===== src/rtl/ring_cache_with_expiry_core_assert.svh =====
// Assertion macros for the ring cache core.
// Used by the top level only; expects clk_i and rst_ni in scope.
`ifndef RING_CACHE_WITH_EXPIRY_CORE_ASSERT_SVH
`define RING_CACHE_WITH_EXPIRY_CORE_ASSERT_SVH

// same-cycle implication
`define RCE_ASSERT_NOW(lbl, ante, cons, msg) \
  lbl: assert property (@(posedge clk_i) disable iff (!rst_ni) (ante) |-> (cons)) \
    else $error(msg);

// next-cycle implication
`define RCE_ASSERT_NXT(lbl, ante, cons, msg) \
  lbl: assert property (@(posedge clk_i) disable iff (!rst_ni) (ante) |=> (cons)) \
    else $error(msg);

`endif


===== src/rtl/rce_pkg.sv =====
// Shared constants, operation codes and controller/datapath structs
// for the ring cache core. No dependencies.
package rce_pkg;

  localparam int DEPTH      = 16;
  localparam int KEY_BITS   = 32;
  localparam int VALUE_BITS = 32;
  localparam int TMO_BITS   = 16;
  localparam int TIME_BITS  = 32;
  localparam int CNT_BITS   = 32;
  localparam int KIND_BITS  = 3;
  localparam int SLOT_W     = $clog2(DEPTH);
  localparam int CAP_W      = $clog2(DEPTH + 1);

  localparam logic [CAP_W-1:0] DEPTH_C = CAP_W'(DEPTH);

  localparam logic [KIND_BITS-1:0] KIND_ADD    = 3'd0;
  localparam logic [KIND_BITS-1:0] KIND_GET    = 3'd1;
  localparam logic [KIND_BITS-1:0] KIND_REMOVE = 3'd2;
  localparam logic [KIND_BITS-1:0] KIND_CLEAR  = 3'd3;
  localparam logic [KIND_BITS-1:0] KIND_TICK   = 3'd4;

  typedef struct packed {
    logic load;    // latch the input word
    logic apply;   // add / clear / tick, and arm the slot walk
    logic issue;   // read one slot and advance the walk
    logic finish;  // update counters and load the result word
  } rce_cmd_t;

  typedef struct packed {
    logic last_issue;  // slot being issued is the last of the walk
    logic out_free;    // result register can take a word this cycle
  } rce_sts_t;

endpackage


===== src/rtl/rce_ctrl.sv =====
// Sequencer for the ring cache core: accept, apply, walk the slots, finish.
// Depends on rce_pkg for the command and status structs.
module rce_ctrl (
  input  logic              clk_i,
  input  logic              rst_ni,
  input  logic              in_valid_i,
  output logic              in_ready_o,
  input  rce_pkg::rce_sts_t sts_i,
  output rce_pkg::rce_cmd_t cmd_o
);

  localparam logic [2:0] ST_IDLE   = 3'd0;
  localparam logic [2:0] ST_APPLY  = 3'd1;
  localparam logic [2:0] ST_WALK   = 3'd2;
  localparam logic [2:0] ST_DRAIN  = 3'd3;
  localparam logic [2:0] ST_FINISH = 3'd4;

  logic [2:0] state_q, state_d;

  always_comb begin
    state_d = state_q;
    cmd_o   = '0;
    case (state_q)
      ST_IDLE: begin
        if (in_valid_i) begin
          cmd_o.load = 1'b1;
          state_d    = ST_APPLY;
        end
      end
      ST_APPLY: begin
        cmd_o.apply = 1'b1;
        state_d     = ST_WALK;
      end
      ST_WALK: begin
        cmd_o.issue = 1'b1;
        if (sts_i.last_issue) state_d = ST_DRAIN;
      end
      ST_DRAIN: begin
        // last slot is evaluated here
        state_d = ST_FINISH;
      end
      ST_FINISH: begin
        if (sts_i.out_free) begin
          cmd_o.finish = 1'b1;
          state_d      = ST_IDLE;
        end
      end
      default: begin
        state_d = ST_IDLE;
      end
    endcase
  end

  assign in_ready_o = (state_q == ST_IDLE);

  always_ff @(posedge clk_i or negedge rst_ni) begin
    if (!rst_ni) begin
      state_q <= ST_IDLE;
    end else begin
      state_q <= state_d;
    end
  end

endmodule


===== src/rtl/rce_dp.sv =====
// Datapath for the ring cache core: slot memories, valid bits, head,
// clock, hit/miss counters, slot walk and result register. Uses rce_pkg.
module rce_dp (
  input  logic                                clk_i,
  input  logic                                rst_ni,
  input  rce_pkg::rce_cmd_t                   cmd_i,
  output rce_pkg::rce_sts_t                   sts_o,
  input  logic                                cfg_valid_i,
  input  logic [rce_pkg::CAP_W-1:0]           cfg_capacity_i,
  input  logic [rce_pkg::KIND_BITS-1:0]       kind_i,
  input  logic [rce_pkg::KEY_BITS-1:0]        key_i,
  input  logic [rce_pkg::VALUE_BITS-1:0]      value_i,
  input  logic [rce_pkg::TMO_BITS-1:0]        timeout_seconds_i,
  input  logic                                never_expires_i,
  input  logic                                out_ready_i,
  output logic                                out_valid_o,
  output logic                                found_o,
  output logic [rce_pkg::VALUE_BITS-1:0]      found_value_o,
  output logic [rce_pkg::CNT_BITS-1:0]        hit_count_o,
  output logic [rce_pkg::CNT_BITS-1:0]        miss_count_o,
  output logic [rce_pkg::CAP_W-1:0]           live_entries_o
);

  // slot memories
  logic [rce_pkg::KEY_BITS-1:0]   key_mem [rce_pkg::DEPTH];
  logic [rce_pkg::VALUE_BITS-1:0] val_mem [rce_pkg::DEPTH];
  logic [rce_pkg::TIME_BITS-1:0]  exp_mem [rce_pkg::DEPTH];
  logic                           fwd_mem [rce_pkg::DEPTH];

  logic [rce_pkg::DEPTH-1:0]      valid_q;
  logic [rce_pkg::SLOT_W-1:0]     head_q;
  logic [rce_pkg::TIME_BITS-1:0]  now_q;
  logic [rce_pkg::CNT_BITS-1:0]   hits_q, hits_d;
  logic [rce_pkg::CNT_BITS-1:0]   misses_q, misses_d;
  logic [rce_pkg::CAP_W-1:0]      cap_q;

  // latched input word
  logic [rce_pkg::KIND_BITS-1:0]  kind_q;
  logic [rce_pkg::KEY_BITS-1:0]   key_q;
  logic [rce_pkg::VALUE_BITS-1:0] value_q;
  logic [rce_pkg::TMO_BITS-1:0]   tmo_q;
  logic                           fwd_q;

  // walk and evaluation stage
  logic [rce_pkg::SLOT_W-1:0]     rd_idx_q;
  logic [rce_pkg::CAP_W-1:0]      walk_cnt_q;
  logic                           ev_v_q;
  logic [rce_pkg::SLOT_W-1:0]     ev_idx_q;
  logic [rce_pkg::KEY_BITS-1:0]   key_rd_q;
  logic [rce_pkg::VALUE_BITS-1:0] val_rd_q;
  logic [rce_pkg::TIME_BITS-1:0]  exp_rd_q;
  logic                           fwd_rd_q;
  logic                           found_q;
  logic [rce_pkg::VALUE_BITS-1:0] fval_q;
  logic [rce_pkg::CAP_W-1:0]      live_q;
  logic                           out_valid_q;

  logic [rce_pkg::CAP_W-1:0]      cap_w, cap_m1, head_nx;
  logic [rce_pkg::SLOT_W-1:0]     head_d, start_idx, rd_idx_nx;
  logic [rce_pkg::TIME_BITS:0]    exp_sum;
  logic [rce_pkg::TIME_BITS-1:0]  exp_new;
  logic                           ev_live, ev_match;
  logic                           is_add, is_get, is_rem;

  assign is_add = (kind_q == rce_pkg::KIND_ADD);
  assign is_get = (kind_q == rce_pkg::KIND_GET);
  assign is_rem = (kind_q == rce_pkg::KIND_REMOVE);

  // clamp capacity to 1..DEPTH
  always_comb begin
    if (cap_q == '0) begin
      cap_w = rce_pkg::CAP_W'(1);
    end else if (cap_q > rce_pkg::DEPTH_C) begin
      cap_w = rce_pkg::DEPTH_C;
    end else begin
      cap_w = cap_q;
    end
  end

  assign cap_m1  = cap_w - rce_pkg::CAP_W'(1);
  assign head_nx = {1'b0, head_q} + rce_pkg::CAP_W'(1);
  assign head_d  = (head_nx >= cap_w) ? '0 : head_nx[rce_pkg::SLOT_W-1:0];

  // search starts at head, or at the top slot if capacity shrank below it
  assign start_idx = ({1'b0, head_q} < cap_w) ? head_q : cap_m1[rce_pkg::SLOT_W-1:0];
  assign rd_idx_nx = (rd_idx_q == '0) ? cap_m1[rce_pkg::SLOT_W-1:0]
                                      : rd_idx_q - rce_pkg::SLOT_W'(1);

  assign exp_sum = {1'b0, now_q} + (rce_pkg::TIME_BITS + 1)'(tmo_q);
  assign exp_new = exp_sum[rce_pkg::TIME_BITS] ? '1 : exp_sum[rce_pkg::TIME_BITS-1:0];

  assign ev_live  = valid_q[ev_idx_q] && (fwd_rd_q || (exp_rd_q > now_q));
  assign ev_match = ev_live && (key_rd_q == key_q);

  always_comb begin
    hits_d   = hits_q;
    misses_d = misses_q;
    if (cmd_i.finish && is_get) begin
      if (found_q) begin
        if (hits_q != '1) hits_d = hits_q + rce_pkg::CNT_BITS'(1);
      end else begin
        if (misses_q != '1) misses_d = misses_q + rce_pkg::CNT_BITS'(1);
      end
    end
  end

  assign sts_o.last_issue = (walk_cnt_q == cap_m1);
  assign sts_o.out_free   = !out_valid_q || out_ready_i;

  always_ff @(posedge clk_i) begin
    if (cmd_i.apply && is_add) begin
      key_mem[head_d] <= key_q;
      val_mem[head_d] <= value_q;
      exp_mem[head_d] <= exp_new;
      fwd_mem[head_d] <= fwd_q;
    end
    if (cmd_i.issue) begin
      key_rd_q <= key_mem[rd_idx_q];
      val_rd_q <= val_mem[rd_idx_q];
      exp_rd_q <= exp_mem[rd_idx_q];
      fwd_rd_q <= fwd_mem[rd_idx_q];
      ev_idx_q <= rd_idx_q;
    end
  end

  // input word and walk accumulators
  always_ff @(posedge clk_i) begin
    if (cmd_i.load) begin
      kind_q  <= kind_i;
      key_q   <= key_i;
      value_q <= value_i;
      tmo_q   <= timeout_seconds_i;
      fwd_q   <= never_expires_i;
    end
    if (cmd_i.apply) begin
      found_q <= 1'b0;
      fval_q  <= '0;
      live_q  <= '0;
    end else if (ev_v_q) begin
      if (is_get && !found_q && ev_match) begin
        found_q <= 1'b1;
        fval_q  <= val_rd_q;
      end
      // a removed slot no longer counts
      if (ev_live && !(is_rem && ev_match)) live_q <= live_q + rce_pkg::CAP_W'(1);
    end
    if (cmd_i.finish) begin
      found_o        <= found_q;
      found_value_o  <= fval_q;
      hit_count_o    <= hits_d;
      miss_count_o   <= misses_d;
      live_entries_o <= live_q;
    end
  end

  always_ff @(posedge clk_i or negedge rst_ni) begin
    if (!rst_ni) begin
      valid_q     <= '0;
      head_q      <= '0;
      now_q       <= '0;
      hits_q      <= '0;
      misses_q    <= '0;
      cap_q       <= rce_pkg::DEPTH_C;
      rd_idx_q    <= '0;
      walk_cnt_q  <= '0;
      ev_v_q      <= 1'b0;
      out_valid_q <= 1'b0;
    end else begin
      if (cfg_valid_i) cap_q <= cfg_capacity_i;
      hits_q   <= hits_d;
      misses_q <= misses_d;
      ev_v_q   <= cmd_i.issue;
      if (cmd_i.apply) begin
        rd_idx_q   <= start_idx;
        walk_cnt_q <= '0;
        case (kind_q)
          rce_pkg::KIND_ADD: begin
            head_q          <= head_d;
            valid_q[head_d] <= 1'b1;
          end
          rce_pkg::KIND_CLEAR: begin
            valid_q <= '0;
          end
          rce_pkg::KIND_TICK: begin
            if (now_q != '1) now_q <= now_q + rce_pkg::TIME_BITS'(1);
          end
          default: begin
          end
        endcase
      end
      if (cmd_i.issue) begin
        rd_idx_q   <= rd_idx_nx;
        walk_cnt_q <= walk_cnt_q + rce_pkg::CAP_W'(1);
      end
      // drop every live match on remove
      if (ev_v_q && is_rem && ev_match) valid_q[ev_idx_q] <= 1'b0;
      if (cmd_i.finish) begin
        out_valid_q <= 1'b1;
      end else if (out_ready_i) begin
        out_valid_q <= 1'b0;
      end
    end
  end

  assign out_valid_o = out_valid_q;

endmodule


===== src/rtl/ring_cache_with_expiry_core.sv =====
// Top level of the ring cache core: sequencer plus datapath.
// Depends on rce_pkg, rce_ctrl, rce_dp and the assertion macro header.
//
//   channel  | direction | handshake              | payload
//   ---------+-----------+------------------------+------------------------------
//   in       | input     | in_valid_i/in_ready_o  | kind, key, value, timeout, never
//   out      | output    | out_valid_o/out_ready_i| found, value, hits, misses, live
//   cfg      | input     | cfg_valid_i/cfg_ready_o| capacity
//
// Each word is accepted, applied, walked over the slot memories, drained and finished;
// the walk reads one slot per cycle over the capacity in use.
// One word is in flight at a time; the next is accepted once the result is loaded.
// Reset clears valid bits, head, clock and counters and sets capacity to 16.
// A result held by out_ready_i low stalls the next word in its finish state.
module ring_cache_with_expiry_core (
  input  logic                            clk_i,
  input  logic                            rst_ni,
  input  logic                            cfg_valid_i,
  output logic                            cfg_ready_o,
  input  logic [rce_pkg::CAP_W-1:0]       cfg_capacity_i,
  input  logic                            in_valid_i,
  output logic                            in_ready_o,
  input  logic [rce_pkg::KIND_BITS-1:0]   kind_i,
  input  logic [rce_pkg::KEY_BITS-1:0]    key_i,
  input  logic [rce_pkg::VALUE_BITS-1:0]  value_i,
  input  logic [rce_pkg::TMO_BITS-1:0]    timeout_seconds_i,
  input  logic                            never_expires_i,
  output logic                            out_valid_o,
  input  logic                            out_ready_i,
  output logic                            found_o,
  output logic [rce_pkg::VALUE_BITS-1:0]  found_value_o,
  output logic [rce_pkg::CNT_BITS-1:0]    hit_count_o,
  output logic [rce_pkg::CNT_BITS-1:0]    miss_count_o,
  output logic [rce_pkg::CAP_W-1:0]       live_entries_o
);

`include "ring_cache_with_expiry_core_assert.svh"

  rce_pkg::rce_cmd_t cmd;
  rce_pkg::rce_sts_t sts;

  // capacity register takes a write in any cycle
  assign cfg_ready_o = 1'b1;

  rce_ctrl u_ctrl (
    .clk_i      (clk_i),
    .rst_ni     (rst_ni),
    .in_valid_i (in_valid_i),
    .in_ready_o (in_ready_o),
    .sts_i      (sts),
    .cmd_o      (cmd)
  );

  rce_dp u_dp (
    .clk_i             (clk_i),
    .rst_ni            (rst_ni),
    .cmd_i             (cmd),
    .sts_o             (sts),
    .cfg_valid_i       (cfg_valid_i),
    .cfg_capacity_i    (cfg_capacity_i),
    .kind_i            (kind_i),
    .key_i             (key_i),
    .value_i           (value_i),
    .timeout_seconds_i (timeout_seconds_i),
    .never_expires_i   (never_expires_i),
    .out_ready_i       (out_ready_i),
    .out_valid_o       (out_valid_o),
    .found_o           (found_o),
    .found_value_o     (found_value_o),
    .hit_count_o       (hit_count_o),
    .miss_count_o      (miss_count_o),
    .live_entries_o    (live_entries_o)
  );

  `RCE_ASSERT_NOW(a_live_bound, out_valid_o, live_entries_o <= rce_pkg::DEPTH_C, "live too big")
  `RCE_ASSERT_NOW(a_miss_value, out_valid_o && !found_o, found_value_o == '0, "value on a miss")
  `RCE_ASSERT_NOW(a_hit_counted, out_valid_o && found_o, hit_count_o != '0, "hit not counted")
  `RCE_ASSERT_NXT(a_one_word, in_valid_i && in_ready_o, !in_ready_o, "word taken while busy")
  `RCE_ASSERT_NOW(a_finish_free, cmd.finish, sts.out_free, "result loaded over a held word")

endmodule


===== config.mk =====
export PLATFORM = sky130hd
export DESIGN_NAME = ring_cache_with_expiry_core
export DESIGN_NICKNAME = d
export VERILOG_FILES = /design/src/rtl/rce_pkg.sv /design/src/rtl/rce_ctrl.sv /design/src/rtl/rce_dp.sv /design/src/rtl/ring_cache_with_expiry_core.sv
export VERILOG_INCLUDE_DIRS = /design/src /design/src/rtl
export SDC_FILE = /design/constraint.sdc
export NUM_CORES = 2
export LEC_CHECK = 0
export ABC_AREA = 1
export BUFFER_PORTS_ARGS = -buffer_cell sky130_fd_sc_hd__buf_2
export CAP_MARGIN = 15
export CORE_MARGIN = 2
export CORE_UTILIZATION = 56
export CTS_CLUSTER_SIZE = 25
export DETAILED_ROUTE_END_ITERATION = 10
export GPL_TIMING_DRIVEN = 0
export HOLD_SLACK_MARGIN = 0.1
export PLACE_DENSITY = 0.75
export SLEW_MARGIN = 20
export SYNTH_ARGS = -nofsm -noshare
export SYNTH_HDL_FRONTEND = slang
export SYNTH_SLANG_ARGS = --single-unit

===== constraint.sdc =====
create_clock -name clk_i -period 6.78 [get_ports clk_i]
set_clock_uncertainty 0.15 [all_clocks]
set_input_delay 0 -clock clk_i [delete_from_list [all_inputs] [get_ports clk_i]]
set_output_delay 0 -clock clk_i [all_outputs]
set_load 0.02 [all_outputs]

-- After elaboration in Yosys (flattened, before gate mapping)
Memory sizes are Yosys's and may differ from the RTL's. A register that Yosys moved wholly into a read port is not among the register bits.
Cells that the tools add are included.
- register bits after elaboration: 363
- bits in writable memories: 1552
- input port bits: 94
- output and inout bits: 105
- word-level logic and storage cells: 132
- memories kept: 4
- add/sub/neg operators: 9
- $lt $le $gt $ge: 8
- equality and inequality tests: 16
- mux-type cells: 39
- bitwise logic cells: 3
- reductions and logical operators: 28
- memories (name ; depth ; width ; read ports ; clocked after Yosys merged registers in ; wr ports ; RTL line ; text):
    u_dp.exp_mem ; 16 ; 32 ; 1 ; 1 ; 1 ; rce_dp.sv:27 ; logic [rce_pkg::TIME_BITS-1:0] exp_mem [rce_pkg::DEPTH];
    u_dp.key_mem ; 16 ; 32 ; 1 ; 1 ; 1 ; rce_dp.sv:25 ; logic [rce_pkg::KEY_BITS-1:0] key_mem [rce_pkg::DEPTH];
    u_dp.val_mem ; 16 ; 32 ; 1 ; 1 ; 1 ; rce_dp.sv:26 ; logic [rce_pkg::VALUE_BITS-1:0] val_mem [rce_pkg::DEPTH];
    u_dp.fwd_mem ; 16 ; 1 ; 1 ; 1 ; 1 ; rce_dp.sv:28 ; logic fwd_mem [rce_pkg::DEPTH];
- operator list (cell ; number):
    $mux W32 ; 7
    $add A32 B1 Y32 const B ; 3
    $ne A32 B32 Y1 const B ; 3
    $add A32 B16 Y33 ; 1
    $eq A32 B32 Y1 ; 1
    $gt A32 B32 Y1 ; 1
    $mux W16 ; 2
    $pmux W16 S2 ; 1
    $mux W4 ; 5
    $mux W5 ; 4
    $and A16 B16 Y16 ; 1
    $not A16 Y16 ; 1
    $or A16 B16 Y16 ; 1
    $pmux W3 S5 ; 1
    $mux W1 ; 13
    $eq A3 B2 Y1 const B ; 4
    $logic_and A1 B1 Y1 ; 12
    $add A5 B1 Y5 const B ; 2
    $lt A4 B5 Y1 const B ; 2
    $mux W3 ; 3
    $demux W1 S4 ; 2
    $ge A4 B1 Y1 const B ; 2
    $eq A3 B1 Y1 const B ; 2
    $eq A3 B3 Y1 const B ; 2
    17 further kinds ; 27

-- Logic depth before layout (Yosys ltp)
- word-level depth: 14
- gate-level depth with buffers: 23
- gate-level depth less buffers: 21

-- By module
From an unflattened synthesis, not the netlist that was laid out.
- cell total of the unflattened synthesis: 6264
- area, all modules: 80110.6 um^2
- by module, submodules not included (module ; times used ; cells an instance ; area an instance (um^2) ; seq. area each (um^2)):
    rce_dp ; 1 ; 6236 ; 79909.1 ; 59288.1
    rce_ctrl ; 1 ; 26 ; 190.2 ; 75.1
    ring_cache_with_expiry_core ; 1 ; 2 ; 11.3 ; 0.0

-- Worst setup path after synthesis
OpenSTA, ideal clock, no wires.
- kind: flip-flop to flip-flop
- from: register u_dp.head_q[0] (netlist bit)
- to: memory u_dp.exp_mem[12][0] (netlist bit) (enable)
- setup time: 0.555 ns
- arrival time: 6.214 ns
- data required time: 6.075 ns
- slack: -0.139 ns
- stages on the path, launching flop included: 11
- buffers on the path: 0
- clock period less this slack: 6.919 ns
- cell sequence: dfrtp_1 > ha_1 > xor2_1 > ha_1 > a21oi_1 > o21ai_0 > nor3b_1 > nand2_1 > nor2_1 > nand2_1 > nor2_1
- longest elaborated chain between the ends: 3
- RTL lines (item ; RTL line ; text):
    start: declaration ; rce_dp.sv:31 ; logic [rce_pkg::SLOT_W-1:0] head_q;
    start signal: assignment ; rce_dp.sv:159 ; head_q <= '0;
    start signal: assignment ; rce_dp.sv:178 ; head_q <= head_d;
    $add A4 B1 Y5 (*) ; rce_dp.sv:81 ; assign head_nx = {1'b0, head_q} + rce_pkg::CAP_W'(1);
    $ge A5 B5 Y1 ; rce_dp.sv:82 ; assign head_d = (head_nx >= cap_w) ? '0 : head_nx[rce_pkg::SLOT_W-1:0];
    $mux W4 (*) ; rce_dp.sv:82 ;
    end: declaration ; rce_dp.sv:27 ;
Mark *: on every way between the ends. The rest lies on a longest branch, timed or not.

==> run metrics <==
die area=0.1453 mm^2; delay-heaviest family, CP=buffers and inverters; critical-path cell list=buf_2, clkinv_1, nor2_1, clkbuf_1, buf_2, nand3_1, nand4_1, nand2_1; core area=0.1414 mm^2; Post-CTS Setup Inserts=0; simple logic cell fraction of the synthesized area=0.1317; Fmax achieved=199.2 MHz; Core Rows=138; Post-synth ARST share=0.06710; Residual DRC=0; highest-delay cell along the critical path=nor2_1; dpl hpwl=145700 um; Total Neg Setup Slack=0 ns; final hold violation count=0; Critical Path RT=approximately 7.2 ns; Mapped Area=0.07969 mm^2; fin nets=slightly above 7000; commonest cells after routing, fill and taps aside=1839 x edfxtp_1, 1227 x nand2_1, 607 x nor2_1, 526 x o21ai_0, 355 x nand3_1; Total GRT Usage=0.2991; Die Wd=approximately 380 um; pwr dens=394.3 mW/mm^2; Post-synth top flop=edfxtp_1; Tmin final=~5 ns; initial core utilization=0.5635; compound-gate portion of the synthesized area=0.07120; CP Capture Type=register; Gate Count Post-Synth=between 6000 and 7000; initial antenna violation count=10; vias per cell=roughly 6; Buf/Inv on CP=4; cell count after placement=8377; total CTS buffers=between 150 and 200; Hold Path Class=input port to asynchronous set/reset pin; Mapped Nets=6380; Max Root-Sink Buffers=3; Clock Latency Late Sink=0.82 ns; final core occ=0.6584; layout cells sized above 1=0.09330; largest net degree at the start of global routing=82; Post-synth EDFFs=1839; MaxCap Viol Count=0; synth top area cells=edfxtp_1 69%, nand2_1 5.8%, dfrtp_1 4.2%; initial DRC count=8007; Pre-Repair DR Iteration Count=7; most common cell after layout, fill and taps aside=edfxtp_1; Max FO, Critical Path=10; worst hold margin=0.1501 ns; first-pass GRT wire length=325600 um; Slew HR=0.1317; Yosys warnings=0; largest family of logic cells by synthesized area=simple AND/OR/NAND/NOR gates; Post-Synth XOR/XNOR Area=0.01407; Startpoint Class=register; vias in the first global route=53134; CP Class=register to register; Worst-path clk slew=approximately 0.070 ns; die height=381.2 um; H-Tree Depth=4; IO Pins=just under 200; IO Port Bufs=between 150 and 200; Synth top area share=0.6930; fin. max-slew vios=0; Synth cell types=55; Post-DRT Antenna Nets=0; mux share of post-synthesis cell area=0.0001413; total number of vias=approximately 55000; sequential fraction of the synthesis area=0.7449; synthesis-stage register bit count=about 2000; adder-cell share of the synthesized area=0.01046; Syn Area/Cell=approximately 13 um^2; most frequent CP cell=buf_2; fin cells=approximately 8900; largest area contributor in the netlist=edfxtp_1; critical path arrival=~5.4 ns; endpoints failing setup=0; status=completed; Overflow after GRT=0; final WL=220800 um; Period Utilization, post-route=0.7404; LEAKAGE=about 0.033 uW; cell chosen for the clock root=clkbuf_16; Worst VDD drop=0.2635 mV; global placer's final weighted congestion=0.8895; CTS tree=done; WL/cell=24.71 um; crit-path max cell delay=1.08 ns; post-CTS resize count=0; CTS sink count=2012; RSZ-0062 raised after global routing=no; post-route total power=36710 uW; P&R area growth vs syn=16.83%; Worst Tran Pin Value=1.303 ns
==> Yosys cell counts (10+ instances only) <==
| master | instances |
|---|---|
| a211oi_1 | 13 |
| a21oi_1 | 126 |
| a311oi_1 | 39 |
| a31oi_1 | 19 |
| buf_1 | 30 |
| buf_2 | 28 |
| clkbuf_1 | 260 |
| dfrtp_1 | 134 |
| dfxtp_1 | 38 |
| edfxtp_1 | 1839 |
| ha_1 | 65 |
| inv_1 | 237 |
| nand2_1 | 1227 |
| nand3_1 | 355 |
| nand4_1 | 177 |
| nor2_1 | 618 |
| nor3_1 | 62 |
| nor4_1 | 12 |
| o21ai_0 | 527 |
| o221ai_1 | 144 |
| o22ai_1 | 62 |
| or2_2 | 10 |
| xnor2_1 | 37 |
| xor2_1 | 91 |
==> routing by layer <==
metal / wire length [um] / vias up / global-route usage
met5: 47 / - / 0
met4: 10940 / 6 / 0.1391
met3: 26670 / 655 / 0.06068
met2: 103000 / 3848 / 0.4751
met1: 80180 / 26454 / 0.3997
li1: - / 23901 / -
==> per-stage QoR <==
step                instance area (um^2)  setup slack [ns]
global route                       93090             1.754
detailed placement                 84850             1.939
global placement                   83050            -4.334
CTS                                93090             1.930
floorplan                          79700           -0.1379
finish                             93100             1.760
==> worst min-delay path, cell delays in order <==
cell           delay (ns)
dlygate4sd3_1        0.52
dlygate4sd3_1        0.59
buf_8                0.11
buf_16               0.32
==> report_power, final <==
part / total (uW) / internal, uW / switching (uW)
Combinational: 10400 / 2640 / 7740
Clock: 10700 / 5980 / 4680
Sequential: 15700 / 15000 / 688
Total: 36700 / 23600 / 13100
==> area by class of cell <==
| cell class | count | area, um^2 |
|---|---|---|
| Clock inverter | 115 | 1155 |
| Sequential cell | 2012 | 59360 |
| Tap cell | 1890 | 2365 |
| Timing Repair Buffer | 463 | 4609 |
| Clock buffer | 244 | 5112 |
| Antenna cell | 3 | 7.507 |
| Multi-Input combinational cell | 3642 | 18240 |
| Inverter | 244 | 960.9 |
| Fill cell | 9660 | 48310 |
| Buffer | 322 | 1294 |
==> path summary, 6_finish.rpt <==
path	start	end	slack [ns]	depth (start not counted)
hold / removal	rst_ni	u_dp.hits_q[18]	0.15	4
setup / recovery	u_dp.rd_idx_q[1]	u_dp.exp_rd_q[0]	1.76	8
min in group clk_i	in_valid_i	u_dp.kind_q[0]	0.15	4
max in group asynchronous	rst_ni	u_dp.now_q[2]	5.65	5
hold reg to reg	u_dp.fval_q[31]	u_dp.found_value_o[31]	0.28	0
setup reg to reg	u_dp.rd_idx_q[1]	u_dp.exp_rd_q[0]	1.76	8
==> registers in the layout (all words and copies together) (netlist names), 16 cells and up <==
signal              cells
u_dp.val_rd_q          32
u_dp.exp_rd_q          32
u_dp.key_rd_q          32
u_dp.val_mem          512
u_dp.misses_q          32
u_dp.key_mem          512
u_dp.found_value_o     32
u_dp.hit_count_o       32
u_dp.miss_count_o      32
u_dp.value_q           32
u_dp.valid_q           16
u_dp.key_q             32
u_dp.now_q             32
u_dp.exp_mem          512
u_dp.fval_q            32
u_dp.tmo_q             16
u_dp.fwd_mem           16
u_dp.hits_q            32
==> logic make-up after synthesis <==
group	Yosys count
and+or+nand+nor	2489
DFF	2012
xor gates and xnor gates	128
adders and majority gates	66
other	1
muxes	1
AOI/OAI and AO/OA	957
buffers and inverters	566
==> repair_timing <==
item	CTS	global route
endpoints found under the setup margin	0	0
hold buffers	196	0
hold endpoints to repair	385	0
(Power assumes the default switching activity.)
